==> src/rtl/dns_name_label_codec_core_defines.svh <==
// ----------------------------------------------------------------------------
// dns_name_label_codec_core_defines.svh
// Assertion macros used by the DNS name label codec top-level core.
// ----------------------------------------------------------------------------
`ifndef DNS_NAME_LABEL_CODEC_CORE_DEFINES_SVH
`define DNS_NAME_LABEL_CODEC_CORE_DEFINES_SVH

// Same-cycle implication, checked on i_clk, off during reset.
`define DNLC_ASSERT_IMPL(lbl, ante, cons) \
    lbl: assert property (@(posedge i_clk) disable iff (!i_rst_n) (ante) |-> (cons)) \
        else $error("dnlc assertion failed");

// Next-cycle implication, checked on i_clk, off during reset.
`define DNLC_ASSERT_NEXT(lbl, ante, cons) \
    lbl: assert property (@(posedge i_clk) disable iff (!i_rst_n) (ante) |=> (cons)) \
        else $error("dnlc assertion failed");

`endif

==> src/rtl/dnlc_pkg.sv <==
// ----------------------------------------------------------------------------
// dnlc_pkg
// Types and constants of the DNS name label codec.
// ----------------------------------------------------------------------------
`default_nettype none

package dnlc_pkg;

    localparam int         FILL_W   = 6;
    localparam logic [7:0] DOT_CHAR = 8'h2E;
    localparam logic [7:0] PTR_MASK = 8'hC0;

    typedef enum logic [2:0] {
        S_IDLE,
        S_LEN,
        S_CHR,
        S_DOT,
        S_END
    } t_state;

    typedef enum logic [2:0] {
        OUT_NONE,
        OUT_IN,
        OUT_LEN,
        OUT_CHR,
        OUT_DOT,
        OUT_TERM
    } t_out_sel;

    typedef struct packed {
        t_out_sel out_sel;
        logic     out_last;
        logic     store_wr;
        logic     fill_clr;
        logic     left_load;
        logic     left_dec;
        logic     err_set;
        logic     end_clr;
        logic     k_clr;
        logic     k_inc;
    } t_cmd;

    typedef struct packed {
        logic out_free;
        logic is_zero;
        logic is_dot;
        logic bad_len;
        logic fill_zero;
        logic fill_full;
        logic left_zero;
        logic left_one;
        logic k_last;
    } t_status;

endpackage

`default_nettype wire

==> src/rtl/dnlc_ram.sv <==
// ----------------------------------------------------------------------------
// dnlc_ram
// Generic single-write, single-read RAM with registered read data.
// ----------------------------------------------------------------------------
`default_nettype none

module dnlc_ram #(
    parameter int WIDTH  = 8,
    parameter int DEPTH  = 62,
    parameter int ADDR_W = (DEPTH > 1) ? $clog2(DEPTH) : 1
) (
    input  wire logic              i_clk,
    input  wire logic              i_we,
    input  wire logic [ADDR_W-1:0] i_waddr,
    input  wire logic [WIDTH-1:0]  i_wdata,
    input  wire logic [ADDR_W-1:0] i_raddr,
    output logic      [WIDTH-1:0]  o_rdata
);

    logic [WIDTH-1:0] r_mem [DEPTH];
    logic [WIDTH-1:0] r_rdata;

    always_ff @(posedge i_clk) begin
        if (i_we) begin
            r_mem[i_waddr] <= i_wdata;
        end
        r_rdata <= r_mem[i_raddr];
    end

    assign o_rdata = r_rdata;

endmodule

`default_nettype wire

==> src/rtl/dnlc_datapath.sv <==
// ----------------------------------------------------------------------------
// dnlc_datapath
// Label store, fill/length counters, sticky error and output register.
// ----------------------------------------------------------------------------
`default_nettype none

module dnlc_datapath #(
    parameter int LABEL_MAX = 62
) (
    input  wire logic             i_clk,
    input  wire logic             i_rst_n,
    input  wire logic [7:0]       i_in_byte,
    input  wire logic             i_out_ready,
    input  wire dnlc_pkg::t_cmd   i_cmd,
    output dnlc_pkg::t_status     o_status,
    output logic                  o_out_valid,
    output logic      [7:0]       o_out_byte,
    output logic                  o_out_last,
    output logic                  o_out_done,
    output logic                  o_out_err
);

    import dnlc_pkg::*;

    localparam int ADDR_W = (LABEL_MAX > 1) ? $clog2(LABEL_MAX) : 1;

    logic [FILL_W-1:0] r_fill, n_fill;
    logic [FILL_W-1:0] r_left, n_left;
    logic              r_err, n_err;
    logic [ADDR_W-1:0] r_k, n_k;
    logic              r_out_valid;
    logic [7:0]        r_out_byte;
    logic              r_out_last;
    logic              r_out_done;
    logic              r_out_err;
    logic [7:0]        w_rdata;
    logic [7:0]        w_byte;
    logic              w_done;
    logic              w_err;

    dnlc_ram #(
        .WIDTH (8),
        .DEPTH (LABEL_MAX)
    ) u_store (
        .i_clk   (i_clk),
        .i_we    (i_cmd.store_wr),
        .i_waddr (r_fill[ADDR_W-1:0]),
        .i_wdata (i_in_byte),
        .i_raddr (n_k),
        .o_rdata (w_rdata)
    );

    always_comb begin
        n_fill = r_fill;
        n_left = r_left;
        n_err  = r_err;
        n_k    = r_k;
        if (i_cmd.store_wr) begin
            n_fill = r_fill + FILL_W'(1);
        end
        if (i_cmd.fill_clr) begin
            n_fill = '0;
        end
        if (i_cmd.left_load) begin
            n_left = i_in_byte[FILL_W-1:0];
        end else if (i_cmd.left_dec) begin
            n_left = r_left - FILL_W'(1);
        end
        if (i_cmd.err_set) begin
            n_err = 1'b1;
        end
        if (i_cmd.end_clr) begin
            n_fill = '0;
            n_left = '0;
            n_err  = 1'b0;
        end
        if (i_cmd.k_clr) begin
            n_k = '0;
        end else if (i_cmd.k_inc) begin
            n_k = r_k + ADDR_W'(1);
        end
    end

    always_comb begin
        w_byte = 8'h00;
        w_done = 1'b0;
        w_err  = 1'b0;
        unique case (i_cmd.out_sel)
            OUT_IN:   w_byte = i_in_byte;
            OUT_LEN:  w_byte = 8'(r_fill);
            OUT_CHR:  w_byte = w_rdata;
            OUT_DOT:  w_byte = DOT_CHAR;
            OUT_TERM: begin
                w_done = 1'b1;
                w_err  = r_err | i_cmd.err_set;
            end
            default:  w_byte = 8'h00;
        endcase
    end

    always_ff @(posedge i_clk) begin
        if (!i_rst_n) begin
            r_fill      <= '0;
            r_left      <= '0;
            r_err       <= 1'b0;
            r_k         <= '0;
            r_out_valid <= 1'b0;
        end else begin
            r_fill <= n_fill;
            r_left <= n_left;
            r_err  <= n_err;
            r_k    <= n_k;
            if (i_cmd.out_sel != OUT_NONE) begin
                r_out_valid <= 1'b1;
            end else if (i_out_ready) begin
                r_out_valid <= 1'b0;
            end
        end
    end

    always_ff @(posedge i_clk) begin
        if (i_cmd.out_sel != OUT_NONE) begin
            r_out_byte <= w_byte;
            r_out_last <= i_cmd.out_last;
            r_out_done <= w_done;
            r_out_err  <= w_err;
        end
    end

    always_comb begin
        o_status.out_free  = !r_out_valid || i_out_ready;
        o_status.is_zero   = (i_in_byte == 8'h00);
        o_status.is_dot    = (i_in_byte == DOT_CHAR);
        o_status.bad_len   = ((i_in_byte & PTR_MASK) == PTR_MASK)
                             || (i_in_byte > 8'(LABEL_MAX));
        o_status.fill_zero = (r_fill == '0);
        o_status.fill_full = (r_fill == FILL_W'(LABEL_MAX));
        o_status.left_zero = (r_left == '0);
        o_status.left_one  = (r_left == FILL_W'(1));
        o_status.k_last    = (FILL_W'(r_k) == r_fill - FILL_W'(1));
    end

    assign o_out_valid = r_out_valid;
    assign o_out_byte  = r_out_byte;
    assign o_out_last  = r_out_last;
    assign o_out_done  = r_out_done;
    assign o_out_err   = r_out_err;

endmodule

`default_nettype wire

==> src/rtl/dnlc_ctrl.sv <==
// ----------------------------------------------------------------------------
// dnlc_ctrl
// Controller: direction register, byte decisions and label drain sequence.
// ----------------------------------------------------------------------------
`default_nettype none

module dnlc_ctrl (
    input  wire logic              i_clk,
    input  wire logic              i_rst_n,
    input  wire logic              i_cfg_wr_en,
    input  wire logic              i_cfg_wr_data,
    input  wire logic              i_in_valid,
    output logic                   o_in_ready,
    input  wire dnlc_pkg::t_status i_status,
    output dnlc_pkg::t_cmd         o_cmd
);

    import dnlc_pkg::*;

    t_state r_state, n_state;
    logic   r_dir;
    logic   r_end_pend, n_end_pend;
    logic   w_take;

    always_ff @(posedge i_clk) begin
        if (!i_rst_n) begin
            r_state    <= S_IDLE;
            r_dir      <= 1'b0;
            r_end_pend <= 1'b0;
        end else begin
            r_state    <= n_state;
            r_end_pend <= n_end_pend;
            if (i_cfg_wr_en) begin
                r_dir <= i_cfg_wr_data;
            end
        end
    end

    assign w_take = i_in_valid && i_status.out_free;

    always_comb begin
        n_state    = r_state;
        n_end_pend = r_end_pend;
        o_in_ready = 1'b0;
        o_cmd      = '{out_sel: OUT_NONE, default: 1'b0};
        unique case (r_state)
            S_IDLE: begin
                o_in_ready = i_status.out_free;
                if (w_take) begin
                    if (!r_dir) begin
                        if (i_status.is_zero) begin
                            if (i_status.fill_zero) begin
                                o_cmd.out_sel  = OUT_TERM;
                                o_cmd.out_last = 1'b1;
                                o_cmd.end_clr  = 1'b1;
                            end else begin
                                n_end_pend = 1'b1;
                                n_state    = S_LEN;
                            end
                        end else if (i_status.is_dot) begin
                            if (!i_status.fill_zero) begin
                                n_end_pend = 1'b0;
                                n_state    = S_LEN;
                            end
                        end else if (!i_status.fill_full) begin
                            o_cmd.store_wr = 1'b1;
                        end else begin
                            o_cmd.err_set = 1'b1;
                        end
                    end else if (i_status.left_zero) begin
                        if (i_status.is_zero) begin
                            o_cmd.out_sel  = OUT_TERM;
                            o_cmd.out_last = 1'b1;
                            o_cmd.end_clr  = 1'b1;
                        end else if (i_status.bad_len) begin
                            o_cmd.err_set = 1'b1;
                        end else begin
                            o_cmd.left_load = 1'b1;
                        end
                    end else if (i_status.is_zero) begin
                        o_cmd.err_set  = 1'b1;
                        o_cmd.out_sel  = OUT_TERM;
                        o_cmd.out_last = 1'b1;
                        o_cmd.end_clr  = 1'b1;
                    end else begin
                        o_cmd.out_sel  = OUT_IN;
                        o_cmd.left_dec = 1'b1;
                        o_cmd.out_last = !i_status.left_one;
                        if (i_status.left_one) begin
                            n_state = S_DOT;
                        end
                    end
                end
            end
            S_LEN: begin
                if (i_status.out_free) begin
                    o_cmd.out_sel = OUT_LEN;
                    n_state       = S_CHR;
                end
            end
            S_CHR: begin
                if (i_status.out_free) begin
                    o_cmd.out_sel  = OUT_CHR;
                    o_cmd.out_last = i_status.k_last && !r_end_pend;
                    o_cmd.k_inc    = 1'b1;
                    if (i_status.k_last) begin
                        o_cmd.k_clr    = 1'b1;
                        o_cmd.fill_clr = 1'b1;
                        n_state        = r_end_pend ? S_END : S_IDLE;
                    end
                end
            end
            S_DOT: begin
                if (i_status.out_free) begin
                    o_cmd.out_sel  = OUT_DOT;
                    o_cmd.out_last = 1'b1;
                    n_state        = S_IDLE;
                end
            end
            S_END: begin
                if (i_status.out_free) begin
                    o_cmd.out_sel  = OUT_TERM;
                    o_cmd.out_last = 1'b1;
                    o_cmd.end_clr  = 1'b1;
                    n_end_pend     = 1'b0;
                    n_state        = S_IDLE;
                end
            end
            default: begin
                n_state = S_IDLE;
            end
        endcase
    end

endmodule

`default_nettype wire

==> src/rtl/dns_name_label_codec_core.sv <==
// ----------------------------------------------------------------------------
// dns_name_label_codec_core
// Converts dotted domain names to DNS wire labels and back, one byte a
// transfer in, zero or more bytes out.
// ----------------------------------------------------------------------------
//  Channel | Dir | Ports              | Content
//  --------+-----+--------------------+---------------------------------------
//  s_axis  | in  | i_s_axis_*         | tdata: in_byte
//  m_axis  | out | o_m_axis_*         | tdata: out_byte, tlast: run_last,
//          |     |                    | tuser: name_done, name_error
//  cfg     | in  | i_cfg_wr_*         | direction (0 encode, 1 decode)
//
//  Input is taken only when idle with the output register free; decode
//  label bytes therefore stream at one byte per cycle, and each label's dot
//  is sent from its own state. An encode flush sends the length byte, the
//  characters and, at end of name, the terminator, paced by the single
//  output register and one registered store read port; input is held off.
//  Synchronous active-low reset; the label store is not cleared.
//  A stalled output holds its transfer and blocks new input.
// ----------------------------------------------------------------------------
`default_nettype none

`include "dns_name_label_codec_core_defines.svh"

module dns_name_label_codec_core #(
    parameter int LABEL_MAX = 62
) (
    input  wire logic       i_clk,
    input  wire logic       i_rst_n,
    input  wire logic       i_cfg_wr_en,
    input  wire logic       i_cfg_wr_data,
    input  wire logic       i_s_axis_tvalid,
    output logic            o_s_axis_tready,
    input  wire logic [7:0] i_s_axis_tdata,   // [7:0] in_byte
    output logic            o_m_axis_tvalid,
    input  wire logic       i_m_axis_tready,
    output logic      [7:0] o_m_axis_tdata,   // [7:0] out_byte
    output logic            o_m_axis_tlast,
    output logic      [1:0] o_m_axis_tuser    // [0] name_done, [1] name_error
);

    import dnlc_pkg::*;

    t_cmd    w_cmd;
    t_status w_status;

    dnlc_ctrl u_ctrl (
        .i_clk         (i_clk),
        .i_rst_n       (i_rst_n),
        .i_cfg_wr_en   (i_cfg_wr_en),
        .i_cfg_wr_data (i_cfg_wr_data),
        .i_in_valid    (i_s_axis_tvalid),
        .o_in_ready    (o_s_axis_tready),
        .i_status      (w_status),
        .o_cmd         (w_cmd)
    );

    dnlc_datapath #(
        .LABEL_MAX (LABEL_MAX)
    ) u_datapath (
        .i_clk       (i_clk),
        .i_rst_n     (i_rst_n),
        .i_in_byte   (i_s_axis_tdata),
        .i_out_ready (i_m_axis_tready),
        .i_cmd       (w_cmd),
        .o_status    (w_status),
        .o_out_valid (o_m_axis_tvalid),
        .o_out_byte  (o_m_axis_tdata),
        .o_out_last  (o_m_axis_tlast),
        .o_out_done  (o_m_axis_tuser[0]),
        .o_out_err   (o_m_axis_tuser[1])
    );

    `DNLC_ASSERT_IMPL(a_done_is_last, o_m_axis_tvalid && o_m_axis_tuser[0], o_m_axis_tlast)
    `DNLC_ASSERT_IMPL(a_err_needs_done, o_m_axis_tvalid && o_m_axis_tuser[1], o_m_axis_tuser[0])
    `DNLC_ASSERT_IMPL(a_done_is_zero, o_m_axis_tvalid && o_m_axis_tuser[0], o_m_axis_tdata == 8'h00)
    `DNLC_ASSERT_IMPL(a_no_take_on_stall, o_s_axis_tready, !o_m_axis_tvalid || i_m_axis_tready)

endmodule

`default_nettype wire
==> config.mk <==
export PLATFORM = sky130hd
export DESIGN_NAME = dns_name_label_codec_core
export DESIGN_NICKNAME = d
export VERILOG_FILES = /design/src/rtl/dnlc_pkg.sv /design/src/rtl/dnlc_ram.sv /design/src/rtl/dnlc_datapath.sv /design/src/rtl/dnlc_ctrl.sv /design/src/rtl/dns_name_label_codec_core.sv
export VERILOG_INCLUDE_DIRS = /design/src /design/src/rtl
export SDC_FILE = /design/constraint.sdc
export NUM_CORES = 1
export LEC_CHECK = 0
export BUFFER_PORTS_ARGS = -buffer_cell sky130_fd_sc_hd__clkbuf_2
export CORE_UTILIZATION = 60
export DETAILED_ROUTE_END_ITERATION = 7
export GPL_TIMING_DRIVEN = 0
export PLACE_DENSITY_LB_ADDON = 0.05
export SLEW_MARGIN = 20
export SYNTH_ARGS = -nofsm -noshare
export SYNTH_HDL_FRONTEND = slang
export SYNTH_SLANG_ARGS = --single-unit
export TNS_END_PERCENT = 1
==> constraint.sdc <==
create_clock -name i_clk -period 3.95 [get_ports i_clk]
set_input_delay 0.9875 -clock i_clk [delete_from_list [all_inputs] [get_ports i_clk]]
set_output_delay 0.9875 -clock i_clk [all_outputs]
set_load 0.02 [all_outputs]
* Word-level counts from Yosys, hierarchy flattened
Memories as Yosys holds them, arrays and structs flattened. A register that Yosys moved wholly into a read port is not among the register bits. Index checks and enable logic that the tools add are counted.
Storage, ports and cells: flip-flop bits (word level) 36, RAM bits 496, input port bits 14, word-level logic and storage cells 145, memories kept 1
Operators by class: add/sub/neg operators 4, $lt $le $gt $ge 1, eq/ne operators 28, muxes and demuxes 77, bitwise gates (word level) 2, reduce and logical (&&, ||, !) cells 20
Memories:
- u_datapath.u_store.r_mem | depth 62, bits a word 8, read ports 1, clocked after Yosys merged registers in 1, wr ports 1, line dnlc_ram.sv:20 | logic [WIDTH-1:0] r_mem [DEPTH];
Operators with widths (count):
- $mux 3 | 15
- $mux 4 | 9
- $mux 1 | 35
- $pmux 8 s4 | 1
- $mux 6 | 4
- $pmux 3 s5 | 1
- $mux 2 | 7
- $add 6x1->6 const B | 2
- $eq 3x2->1 const B | 4
- $logic_not 6->1 | 2
- $ne 2x1->1 const B | 6
- $ne 3x3->1 const B | 4
- $pmux 3 s4 | 1
- $sub 6x1->6 const B | 2
- $eq 3x3->1 const B | 3
- $reduce_and 9->1 | 1
- $eq 8x6->1 const B | 1
- $gt 8x6->1 const B | 1
- $logic_not 8->1 | 1
- $reduce_and 7->1 | 1
- $eq 3x1->1 const B | 2
- $eq 6x1->1 const B | 1
- $eq 6x6->1 | 1
- $eq 6x6->1 const B | 1
- other kinds (18) | 26

* Logic depth before layout (Yosys ltp)
Gate-level depths: netlist (run 1).
word-level depth 10, mapped depth 17

* Cells and area by module
Synthesis (run 1) repeated with hierarchy kept, for this count alone.
Second synthesis, totals: cell total of the unflattened synthesis 1195, area total of the unflattened synthesis 21994.8 µm²
Modules (own cells, without submodules):
- dnlc_ram | instances 1, cells each 931, area an instance 19608.8 µm², seq. area each 15054.4 µm²
- dnlc_datapath | instances 1, cells each 190, area an instance 1784.2 µm², seq. area each 730.7 µm²
- dnlc_ctrl | instances 1, cells each 74, area an instance 601.8 µm², seq. area each 100.1 µm²

* Worst setup path before layout (run 1)
OpenSTA, ideal clock, no wires.
path type input -> register, start point in i_m_axis_tready, end point mem u_datapath.u_store.r_mem[13][0], enable pin, setup time 370 ps, arrival 3619 ps, path slack -39 ps, stages 10, path buffers 2, cell sequence nand2b_1 nand2_1 nor2_1 nand2_1 nor4_2 and2_0 clkbuf_1 or3b_2 clkbuf_1 nor2_1
Between the ends: word-level cells in the longest chain between the ends 6
Ends and longest elaborated chain:
- start, declared | line dns_name_label_codec_core.sv:36 | input wire logic i_m_axis_tready,
- $logic_or 1x1->1 | line dnlc_datapath.sv:131 | o_status.out_free = !r_out_valid || i_out_ready;
- $logic_and 1x1->1 | line dnlc_ctrl.sv:39 | assign w_take = i_in_valid && i_status.out_free;
- $mux 5 | line dnlc_ctrl.sv:49 | if (w_take) begin
- $mux 1 | line dnlc_ctrl.sv:46 | unique case (r_state)
- $mux 1 | line dnlc_ram.sv:24 | if (i_we) begin
- $mux 1 (implied by the code) | line dnlc_ram.sv:25 | r_mem[i_waddr] <= i_wdata;
- end, declared | line dnlc_ram.sv:20
Every way passes these cells.

* Worst setup path after layout (run 1)
start point in i_m_axis_tready, end point reg u_datapath.u_store.r_rdata[6] (netlist: u_datapath.u_store.o_rdata[6]), read port of u_datapath.u_store.r_mem
Between the ends: word-level cells in the longest chain between the ends 5
Ends and longest elaborated chain:
- $logic_or 1x1->1 * | line dnlc_datapath.sv:131
- $mux 2 * | line dnlc_ctrl.sv:102 | if (i_status.out_free) begin
- $mux 2 * | line dnlc_ctrl.sv:46
- $mux 6 | line dnlc_datapath.sv:79 | end else if (i_cmd.k_inc) begin
- $mux 6 * | line dnlc_datapath.sv:77 | if (i_cmd.k_clr) begin
- end, declared | line dnlc_ram.sv:21 | logic [WIDTH-1:0] r_rdata;
Every way passes the cells marked *; elsewhere a longest branch is shown, timed or not. A chain may end at the register's enable or synchronous reset.

==> reports/metrics.json, run 1 <==
{
  "run_status": {"value": "complete, but fails checks"},
  "violations": {"value": "negative setup slack"},
  "use_met3": {"value": 9.89, "unit": "%"},
  "grt_antenna_before_repair": {"value": 1},
  "synth.yosys.warnings": {"value": 0},
  "synth-seq-area-share": {"value": 67.8, "unit": "%"},
  "instances_no_fill": {"value": 2583},
  "maximum_number_of_pins_on_one_net_before_global_route_repair": {"value": 67},
  "postSynthRegisterBits": {"value": 540},
  "root_buffer": {"value": "sky130_fd_sc_hd__clkbuf_16"},
  "cts_tree": {"value": "done"},
  "grt_busiest_layer": {"value": "met2"},
  "synth_cell_type_count": {"value": 74},
  "synthCells": {"value": 1928},
  "cellInternalPower": {"value": 10.1, "unit": "mW"},
  "clkLatencyLatePin": {"value": 0.62, "unit": "ns"},
  "netSwitchingPower": {"value": 4.11, "unit": "mW"},
  "wire_length_of_the_first_global_routing_pass": {"value": 108, "unit": "mm"},
  "cp_common_cell": {"value": "sky130_fd_sc_hd__clkbuf_1"},
  "crit_path_max_fo": {"value": 10},
  "port-buffer-count": {"value": 26},
  "cp.arrival": {"value": 4.68, "unit": "ns"},
  "comb_power_share": {"value": 19.1, "unit": "%"},
  "final_layout_size_suffix_gt1_share": {"value": 14.9, "unit": "%"},
  "finalWorstSetupSlack": {"value": -0.183, "unit": "ns"},
  "layout.cells.most_common": {"value": "sky130_fd_sc_hd__edfxtp_1"},
  "skew": {"value": 0.0181, "unit": "ns"},
  "share_clk_of_total_power": {"value": 35.5, "unit": "%"},
  "wire_per_inst": {"value": 29.3, "unit": "microns"},
  "timing.critical_path.to_type": {"value": "flip-flop"},
  "fp.dieArea": {"value": 39800, "unit": "sq um"},
  "cts.sink_count": {"value": 540},
  "post-route-period-util": {"value": 105, "unit": "%"},
  "antenna_violating_nets_post_route": {"value": 0},
  "floorplan.initialDensity": {"value": 60.7, "unit": "%"},
  "num_io_pins": {"value": 27},
  "fraction_of_registers_with_async_set_reset": {"value": 0, "unit": "%"},
  "dr.pass1.iters": {"value": 6},
  "grt_use_total": {"value": 38.9, "unit": "%"},
  "drc": {"value": 0},
  "post-dp-hpwl": {"value": 51.7, "unit": "mm"},
  "worstHoldPathType": {"value": "flip-flop to flip-flop"},
  "core": {"value": 38600, "unit": "sq um"},
  "gp_congestion": {"value": 1.09},
  "finalCriticalPeriod": {"value": 4.13, "unit": "ns"},
  "final_number_of_hold_violating_endpoints": {"value": 0},
  "routed_via_density": {"value": 6.73},
  "slowest_stage": {"value": "sky130_fd_sc_hd__a311oi_1"},
  "cts_made_buffers": {"value": 53},
  "first_global_vias": {"value": 16209},
  "ys.flop_type": {"value": "sky130_fd_sc_hd__edfxtp_1"},
  "vdd.ir_drop.worst": {"value": 0.406, "unit": "mV"},
  "totalWireLength": {"value": 75.7, "unit": "mm"},
  "globalRouteMet1Util": {"value": 53.5, "unit": "%"},
  "max-cap-violations": {"value": 0},
  "cts.path.max_buffers": {"value": 3},
  "layout_common_cells": {"value": "sky130_fd_sc_hd__edfxtp_1 (507), sky130_fd_sc_hd__nand2_1 (431), sky130_fd_sc_hd__nor2_1 (108), sky130_fd_sc_hd__a21oi_1 (93), sky130_fd_sc_hd__nand3_1 (91)"},
  "setup_repair_after_global_routing_missed_its_margin": {"value": "true"},
  "postSynthAreaPerCell": {"value": 12.1, "unit": "sq um"},
  "start_kind": {"value": "primary input"},
  "pwr-share-seq": {"value": 45.3, "unit": "%"},
  "cpPeakStageDelay": {"value": 0.66, "unit": "ns"},
  "synthesized_area": {"value": 23400, "unit": "sq um"},
  "syn_to_final_growth": {"value": 13.6, "unit": "%"},
  "cts_htree_levels": {"value": 2},
  "finalNetCount": {"value": 2043},
  "grtUsageMet2": {"value": 57.3, "unit": "%"},
  "width_of_the_die": {"value": 200, "unit": "microns"},
  "path_clk_slew": {"value": 0.07, "unit": "ns"},
  "starting_drt_drc_count": {"value": 2714},
  "final_core_util": {"value": 69.0, "unit": "%"},
  "fillCellCount": {"value": 2794},
  "dp_cells": {"value": 2476},
  "cp_cell_sequence": {"value": "clkbuf_2 > nand2b_1 > nand2_1 > clkbuf_1 > clkbuf_1 > clkbuf_1 > nand2_1 > a311oi_1 > o21ai_0 > a32oi_1 > o211a_1"},
  "num_rows": {"value": 72},
  "crit_type": {"value": "primary input to flip-flop"},
  "slew_headroom": {"value": 22.0, "unit": "%"},
  "timing.critical_path.required": {"value": 4.49, "unit": "ns"},
  "gr-total-overflow": {"value": 0},
  "slew_viol_final": {"value": 0},
  "worst_pin_slew": {"value": 1.17, "unit": "ns"},
  "synth-edff-count": {"value": 507},
  "die_y": {"value": 200, "unit": "microns"},
  "vias": {"value": 17372},
  "setup_violations": {"value": 6},
  "ctsHoldBuffers": {"value": 0},
  "power.static_leakage": {"value": 9.19, "unit": "nW"},
  "power_density": {"value": 533, "unit": "nW/um^2"},
  "syn_nets": {"value": 1949},
  "p_sw_share": {"value": 29.0, "unit": "%"},
  "maxClockFrequency": {"value": 242, "unit": "MHz"}
}
==> registers in the layout (all words and copies together), names as in the netlist <==
name                        cells
u_datapath.r_k                  6
u_ctrl.r_end_pend               1
u_datapath.r_fill               6
u_ctrl.r_dir                    1
u_datapath.o_out_last           1
u_datapath.o_out_byte           8
u_datapath.r_err                1
u_datapath.r_left               6
u_datapath.u_store.r_mem      496
u_datapath.o_out_err            1
u_datapath.o_out_done           1
u_datapath.o_out_valid          1
u_ctrl.r_state                  3
u_datapath.u_store.o_rdata      8
==> final cells by class <==
cell class | instances | area [sq um] | area share [%]
flip-flops and latches | 540 | 15900 | 59.7
inverters | 13 | 52.6 | 0.198
well taps | 518 | 648 | 2.44
multi-input cells | 1245 | 7210 | 27.1
clock buffers | 67 | 1400 | 5.26
repair buffers | 41 | 338 | 1.27
diodes | 1 | 2.50 | 0.00941
plain buffers | 128 | 779 | 2.93
clock inverters | 30 | 293 | 1.10
==> Yosys cell counts, types with 5 or more instances <==
cell / count / area share (%)
sky130_fd_sc_hd__or4_1: 7 / 0.22
sky130_fd_sc_hd__and2_1: 21 / 0.56
sky130_fd_sc_hd__nor2_1: 119 / 1.9
sky130_fd_sc_hd__a22oi_1: 20 / 0.64
sky130_fd_sc_hd__mux2_2: 16 / 0.77
sky130_fd_sc_hd__o22ai_1: 9 / 0.24
sky130_fd_sc_hd__buf_1: 14 / 0.22
sky130_fd_sc_hd__xor2_1: 6 / 0.22
sky130_fd_sc_hd__mux2i_1: 47 / 2.0
sky130_fd_sc_hd__buf_4: 13 / 0.42
sky130_fd_sc_hd__a22o_1: 11 / 0.41
sky130_fd_sc_hd__inv_1: 13 / 0.21
sky130_fd_sc_hd__nor2b_1: 8 / 0.21
sky130_fd_sc_hd__edfxtp_1: 507 / 65
sky130_fd_sc_hd__nand3_1: 91 / 1.9
sky130_fd_sc_hd__a211oi_1: 24 / 0.77
sky130_fd_sc_hd__xnor2_1: 8 / 0.30
sky130_fd_sc_hd__dfxtp_1: 33 / 2.8
sky130_fd_sc_hd__o21ai_0: 49 / 1.0
sky130_fd_sc_hd__ha_1: 7 / 0.37
sky130_fd_sc_hd__o31ai_1: 5 / 0.16
sky130_fd_sc_hd__nand3b_1: 12 / 0.38
sky130_fd_sc_hd__buf_2: 48 / 1.0
sky130_fd_sc_hd__a311oi_1: 10 / 0.37
sky130_fd_sc_hd__a32o_1: 9 / 0.38
sky130_fd_sc_hd__nor4_1: 7 / 0.19
sky130_fd_sc_hd__clkbuf_1: 53 / 0.85
sky130_fd_sc_hd__nor3_1: 26 / 0.56
sky130_fd_sc_hd__a21oi_1: 105 / 2.2
sky130_fd_sc_hd__a32oi_1: 15 / 0.56
sky130_fd_sc_hd__a31oi_1: 41 / 1.1
sky130_fd_sc_hd__nand2_1: 433 / 6.9
sky130_fd_sc_hd__o221ai_1: 9 / 0.34
sky130_fd_sc_hd__a221oi_1: 18 / 0.67
sky130_fd_sc_hd__o211ai_1: 7 / 0.22
sky130_fd_sc_hd__o2111ai_1: 5 / 0.19
sky130_fd_sc_hd__a21o_1: 8 / 0.26
sky130_fd_sc_hd__or3_1: 6 / 0.16
sky130_fd_sc_hd__nand4_1: 7 / 0.19
sky130_fd_sc_hd__and3_1: 25 / 0.67
==> layer usage <==
layer | wire, microns | part of all wire (%)
met1 | 28000 | 37
met2 | 32900 | 43
met3 | 10400 | 14
met4 | 4440 | 5.9
met5 | 0 | 0
==> what timing repair did <==
action                                  in CTS  in global routing
resized for setup                          111                 63
endpoints found under the setup margin     328                242
pin swaps                                    2                  7
setup buffers                                3                  8
==> worst max-delay path: cells and delay by family <==
| family | cells | cell delay (ns) |
|---|---|---|
| buffers and inverters | 4 | 1.81 |
| AO/OA/AOI/OAI | 4 | 1.32 |
| AND/OR/NAND/NOR | 3 | 0.55 |
==> metrics by stage <==
stage	worst slack, ns	area (sq um)	hold slack, ns	power, mW	setup TNS [ns]
2_1_floorplan	-0.0388	23400	0.424	8.00	-2.48
6_report	-0.183	26600	0.468	14.2	-0.570
3_5_place_dp	-1.39	24300	0.459	8.97	-339.35
4_1_cts	-0.0201	26300	0.473	14.0	-0.0212
3_3_place_gp	-1.89	24200	0.451	8.93	-606.92
5_1_grt	-0.170	26600	0.498	14.5	-0.671
==> power groups by stage <==
stage | clock (mW) | combinational [mW] | sequential [mW]
2_1_floorplan | 0 | 1.42 | 6.58
3_3_place_gp | 0 | 2.37 | 6.56
3_5_place_dp | 0 | 2.42 | 6.56
4_1_cts | 5.04 | 2.51 | 6.43
5_1_grt | 5.24 | 2.82 | 6.44
6_report | 5.04 | 2.71 | 6.43
==> logic make-up (layout without fill, tap and decap cells) <==
| group | Yosys count | count (layout) | synth area share, % |
|---|---|---|---|
| mux | 63 | 63 | 2.78 |
| other cells | 0 | 1 | 0 |
| fa+ha+maj | 7 | 7 | 0.374 |
| buf+inv | 143 | 279 | 2.82 |
| flops | 540 | 540 | 67.8 |
| xor+xnor | 14 | 14 | 0.524 |
| simple gates | 778 | 778 | 14.5 |
| compound gates | 383 | 383 | 11.2 |
==> final timing paths <==
| kind | cells after the start | slack [ns] | end | start |
|---|---|---|---|---|
| worst max-delay path | 11 | -0.18 | u_datapath.u_store.o_rdata[6] | i_m_axis_tready |
| worst min-delay path | 2 | 0.47 | u_datapath.r_err | u_datapath.r_err |
| worst min register to register | 2 | 0.47 | u_datapath.r_err | u_datapath.r_err |
| worst max register to register | 14 | -0.13 | u_datapath.u_store.o_rdata[2] | u_datapath.r_fill[0] |
Power figures use the tool's default switching activity.
==> run 2, diff against run 1 <==
--- a/config.mk
+++ b/config.mk
@@ -7,7 +7,10 @@
 export NUM_CORES = 1
 export LEC_CHECK = 0
 export BUFFER_PORTS_ARGS = -buffer_cell sky130_fd_sc_hd__clkbuf_2
-export CORE_UTILIZATION = 60
+export CELL_PAD_IN_SITES_DETAIL_PLACEMENT = 0
+export CELL_PAD_IN_SITES_GLOBAL_PLACEMENT = 2
+export CORE_MARGIN = 2
+export CORE_UTILIZATION = 44
 export DETAILED_ROUTE_END_ITERATION = 7
 export GPL_TIMING_DRIVEN = 0
 export PLACE_DENSITY_LB_ADDON = 0.05
==> run 2 against run 1 <==
Net effect:
- the run still ends with negative setup slack left
- sequential power barely moved
- power rose by 5.4%
- utilization fell by 17 points
- register-to-register slack improved by 0.06 ns
- clock skew rose by 0.0056 ns
- non-clock buffer count fell by 6
==> reports/metrics.json, run 2 (synthesized netlist as in run 1, its figures left out) <==
{
  "timing.critical_path.required": {"value": 4.44, "unit": "ns"},
  "fillCellCount": {"value": 4608},
  "starting_drt_drc_count": {"value": 2135},
  "antenna_violating_nets_post_route": {"value": 0},
  "skew": {"value": 0.0238, "unit": "ns"},
  "port-buffer-count": {"value": 26},
  "post-route-period-util": {"value": 103, "unit": "%"},
  "reg2reg_from": {"value": "u_datapath.r_fill[0]"},
  "start_kind": {"value": "primary input"},
  "syn_to_final_growth": {"value": 15.9, "unit": "%"},
  "setup_violations": {"value": 7},
  "violations": {"value": "negative setup slack"},
  "worst_r2r_endpoint": {"value": "u_datapath.u_store.o_rdata[1]"},
  "finalCriticalPeriod": {"value": 4.05, "unit": "ns"},
  "gp_congestion": {"value": 0.941},
  "drc": {"value": 0},
  "wire_per_inst": {"value": 30.0, "unit": "microns"},
  "cts.path.max_buffers": {"value": 3},
  "dp_slack": {"value": -1.76, "unit": "ns"},
  "dr.pass1.iters": {"value": 6},
  "crit_path_end": {"value": "u_datapath.u_store.o_rdata[7]"},
  "grt_use_total": {"value": 29.6, "unit": "%"},
  "vias": {"value": 16976},
  "width_of_the_die": {"value": 235, "unit": "microns"},
  "worstHoldPathType": {"value": "flip-flop to flip-flop"},
  "worst_pin_slew": {"value": 1.14, "unit": "ns"},
  "vdd.ir_drop.worst": {"value": 0.327, "unit": "mV"},
  "final-seq-area": {"value": 15900, "unit": "sq um"},
  "finalWorstSetupSlack": {"value": -0.104, "unit": "ns"},
  "finalNetCount": {"value": 2042},
  "cts_made_buffers": {"value": 58},
  "timing.critical_path.to_type": {"value": "flip-flop"},
  "crit_type": {"value": "primary input to flip-flop"},
  "core": {"value": 52600, "unit": "sq um"},
  "worstRegToRegCells": {"value": 14},
  "crit_path_max_fo": {"value": 10},
  "max_reg_flops": {"value": 496},
  "largest_register": {"value": "u_datapath.u_store.r_mem"},
  "wire_length_of_the_first_global_routing_pass": {"value": 117, "unit": "mm"},
  "num_io_pins": {"value": 27},
  "clkLatencyLatePin": {"value": 0.65, "unit": "ns"},
  "layout_common_cells": {"value": "sky130_fd_sc_hd__edfxtp_1 (507), sky130_fd_sc_hd__nand2_1 (431), sky130_fd_sc_hd__a21oi_1 (101), sky130_fd_sc_hd__nor2_1 (97), sky130_fd_sc_hd__nand3_1 (90)"},
  "power_density": {"value": 551, "unit": "nW/um^2"},
  "cts_htree_levels": {"value": 2},
  "fp.dieArea": {"value": 55100, "unit": "sq um"},
  "grt_antenna_before_repair": {"value": 5},
  "r2r_slack": {"value": -0.07, "unit": "ns"},
  "totalWireLength": {"value": 82.9, "unit": "mm"},
  "num_rows": {"value": 84},
  "run_status": {"value": "complete, but fails checks"},
  "layout.cells.most_common": {"value": "sky130_fd_sc_hd__edfxtp_1"},
  "maxClockFrequency": {"value": 247, "unit": "MHz"},
  "path_clk_slew": {"value": 0.06, "unit": "ns"},
  "gr-total-overflow": {"value": 0},
  "layout.cell_area.non_filler": {"value": 27100, "unit": "sq um"},
  "routed_via_density": {"value": 6.15},
  "report.power.total": {"value": 15.0, "unit": "mW"},
  "placedInstanceArea": {"value": 24500, "unit": "sq um"},
  "slew_headroom": {"value": 23.6, "unit": "%"},
  "multiInputGateArea": {"value": 7250, "unit": "sq um"},
  "cp.arrival": {"value": 4.54, "unit": "ns"},
  "maximum_number_of_pins_on_one_net_before_global_route_repair": {"value": 67},
  "setup.worst_path.start": {"value": "i_m_axis_tready"},
  "root_buffer": {"value": "sky130_fd_sc_hd__clkbuf_16"},
  "setup_repair_after_global_routing_missed_its_margin": {"value": "true"},
  "die_y": {"value": 235, "unit": "microns"},
  "slew_viol_final": {"value": 0},
  "max-cap-violations": {"value": 0},
  "final_layout_size_suffix_gt1_share": {"value": 15.8, "unit": "%"},
  "cts.sink_count": {"value": 540},
  "floorplan.initialDensity": {"value": 44.6, "unit": "%"},
  "final_number_of_hold_violating_endpoints": {"value": 0},
  "post-dp-hpwl": {"value": 58.0, "unit": "mm"},
  "first_global_vias": {"value": 15912},
  "cts_tree": {"value": "done"},
  "power.static_leakage": {"value": 9.33, "unit": "nW"}
}
==> run 2: changes by cell type in the layout (fill, tap and decap cells not counted), moves of 5 or more <==
cell,before,now
sky130_fd_sc_hd__nor2_1,108,97
sky130_fd_sc_hd__a21oi_2,13,4
sky130_fd_sc_hd__a21oi_1,93,101
sky130_fd_sc_hd__o21ai_0,38,45
sky130_fd_sc_hd__nor2_2,6,15
sky130_fd_sc_hd__a31oi_2,1,6
sky130_fd_sc_hd__buf_2,30,25
sky130_fd_sc_hd__a31oi_1,40,34
==> run 2: layout make-up <==
cell class              instances  share of cell area, %
flip-flops and latches        540                   58.5
multi-input cells            1245                   26.7
clock buffers                  73                   5.63
well taps                     688                   3.17
plain buffers                 130                   2.98
clock inverters                36                   1.70
repair buffers                 33                   1.09
inverters                      13                  0.194
diodes                          1                0.00922
==> run 2: metrics by stage <==
stage	util, %	instances	hold WS [ns]	TNS [ns]
6_report	51.7	2759	0.465	-0.461
5_1_grt	51.7	2758	0.499	-1.26
4_1_cts	51.4	2758	0.469	-0.467
3_5_place_dp	46.7	2647	0.455	-414.39
3_3_place_gp	46.5	2642	0.453	-742.51
2_1_floorplan	-	1928	0.424	-2.48
==> run 2: worst max-delay path, stage by stage <==
cell                       delay, ns
sky130_fd_sc_hd__clkbuf_2       0.08
sky130_fd_sc_hd__nand2b_1       0.29
sky130_fd_sc_hd__nand2_1        0.16
sky130_fd_sc_hd__clkbuf_1       0.56
sky130_fd_sc_hd__and2_1         0.29
sky130_fd_sc_hd__a21o_1         0.10
sky130_fd_sc_hd__buf_2          0.23
sky130_fd_sc_hd__buf_4          0.26
sky130_fd_sc_hd__buf_4          0.29
sky130_fd_sc_hd__buf_4          0.31
sky130_fd_sc_hd__a21oi_1        0.09
sky130_fd_sc_hd__a221oi_2       0.42
sky130_fd_sc_hd__o211ai_1       0.26
sky130_fd_sc_hd__o31ai_2        0.17
==> run 2: worst min-delay path by stage <==
| stage | endpoint | depth (start not counted) | slack [ns] | from |
|---|---|---|---|---|
| 5_1_grt | u_datapath.r_err | 2 | 0.50 | u_datapath.r_err |
| 4_1_cts | u_datapath.r_err | 2 | 0.47 | u_datapath.r_err |
| 3_5_place_dp | u_datapath.r_err | 2 | 0.45 | u_datapath.r_err |
| 6_report | u_datapath.r_err | 2 | 0.47 | u_datapath.r_err |
| 2_1_floorplan | u_datapath.r_err | 2 | 0.42 | u_datapath.r_err |
| 3_3_place_gp | u_datapath.r_err | 2 | 0.45 | u_datapath.r_err |
==> run 2: report_power, final <==
part / internal [mW] / leakage, nW / switching, mW
Sequential: 6.40 / 4.83 / 0.0416
Combinational: 0.840 / 3.53 / 1.98
Clock: 3.35 / 0.960 / 2.35
Total: 10.6 / 9.33 / 4.37
==> run 2: repair_timing <==
action | 4_1_cts | 5_1_grt
hold endpoints to repair | 0 | 0
buffers inserted | 2 | 0
gates resized for setup | 159 | 31
pin swaps | 4 | 5
endpoints found under the setup margin | 330 | 195
hold buffers | 0 | 0
==> run 2: per-layer routing <==
metal | GRT usage, % | wire length (microns)
met1 | 40.9 | 34100
met2 | 46.8 | 37800
met3 | 5.53 | 7600
met4 | 10.5 | 3350
met5 | 0 | 22
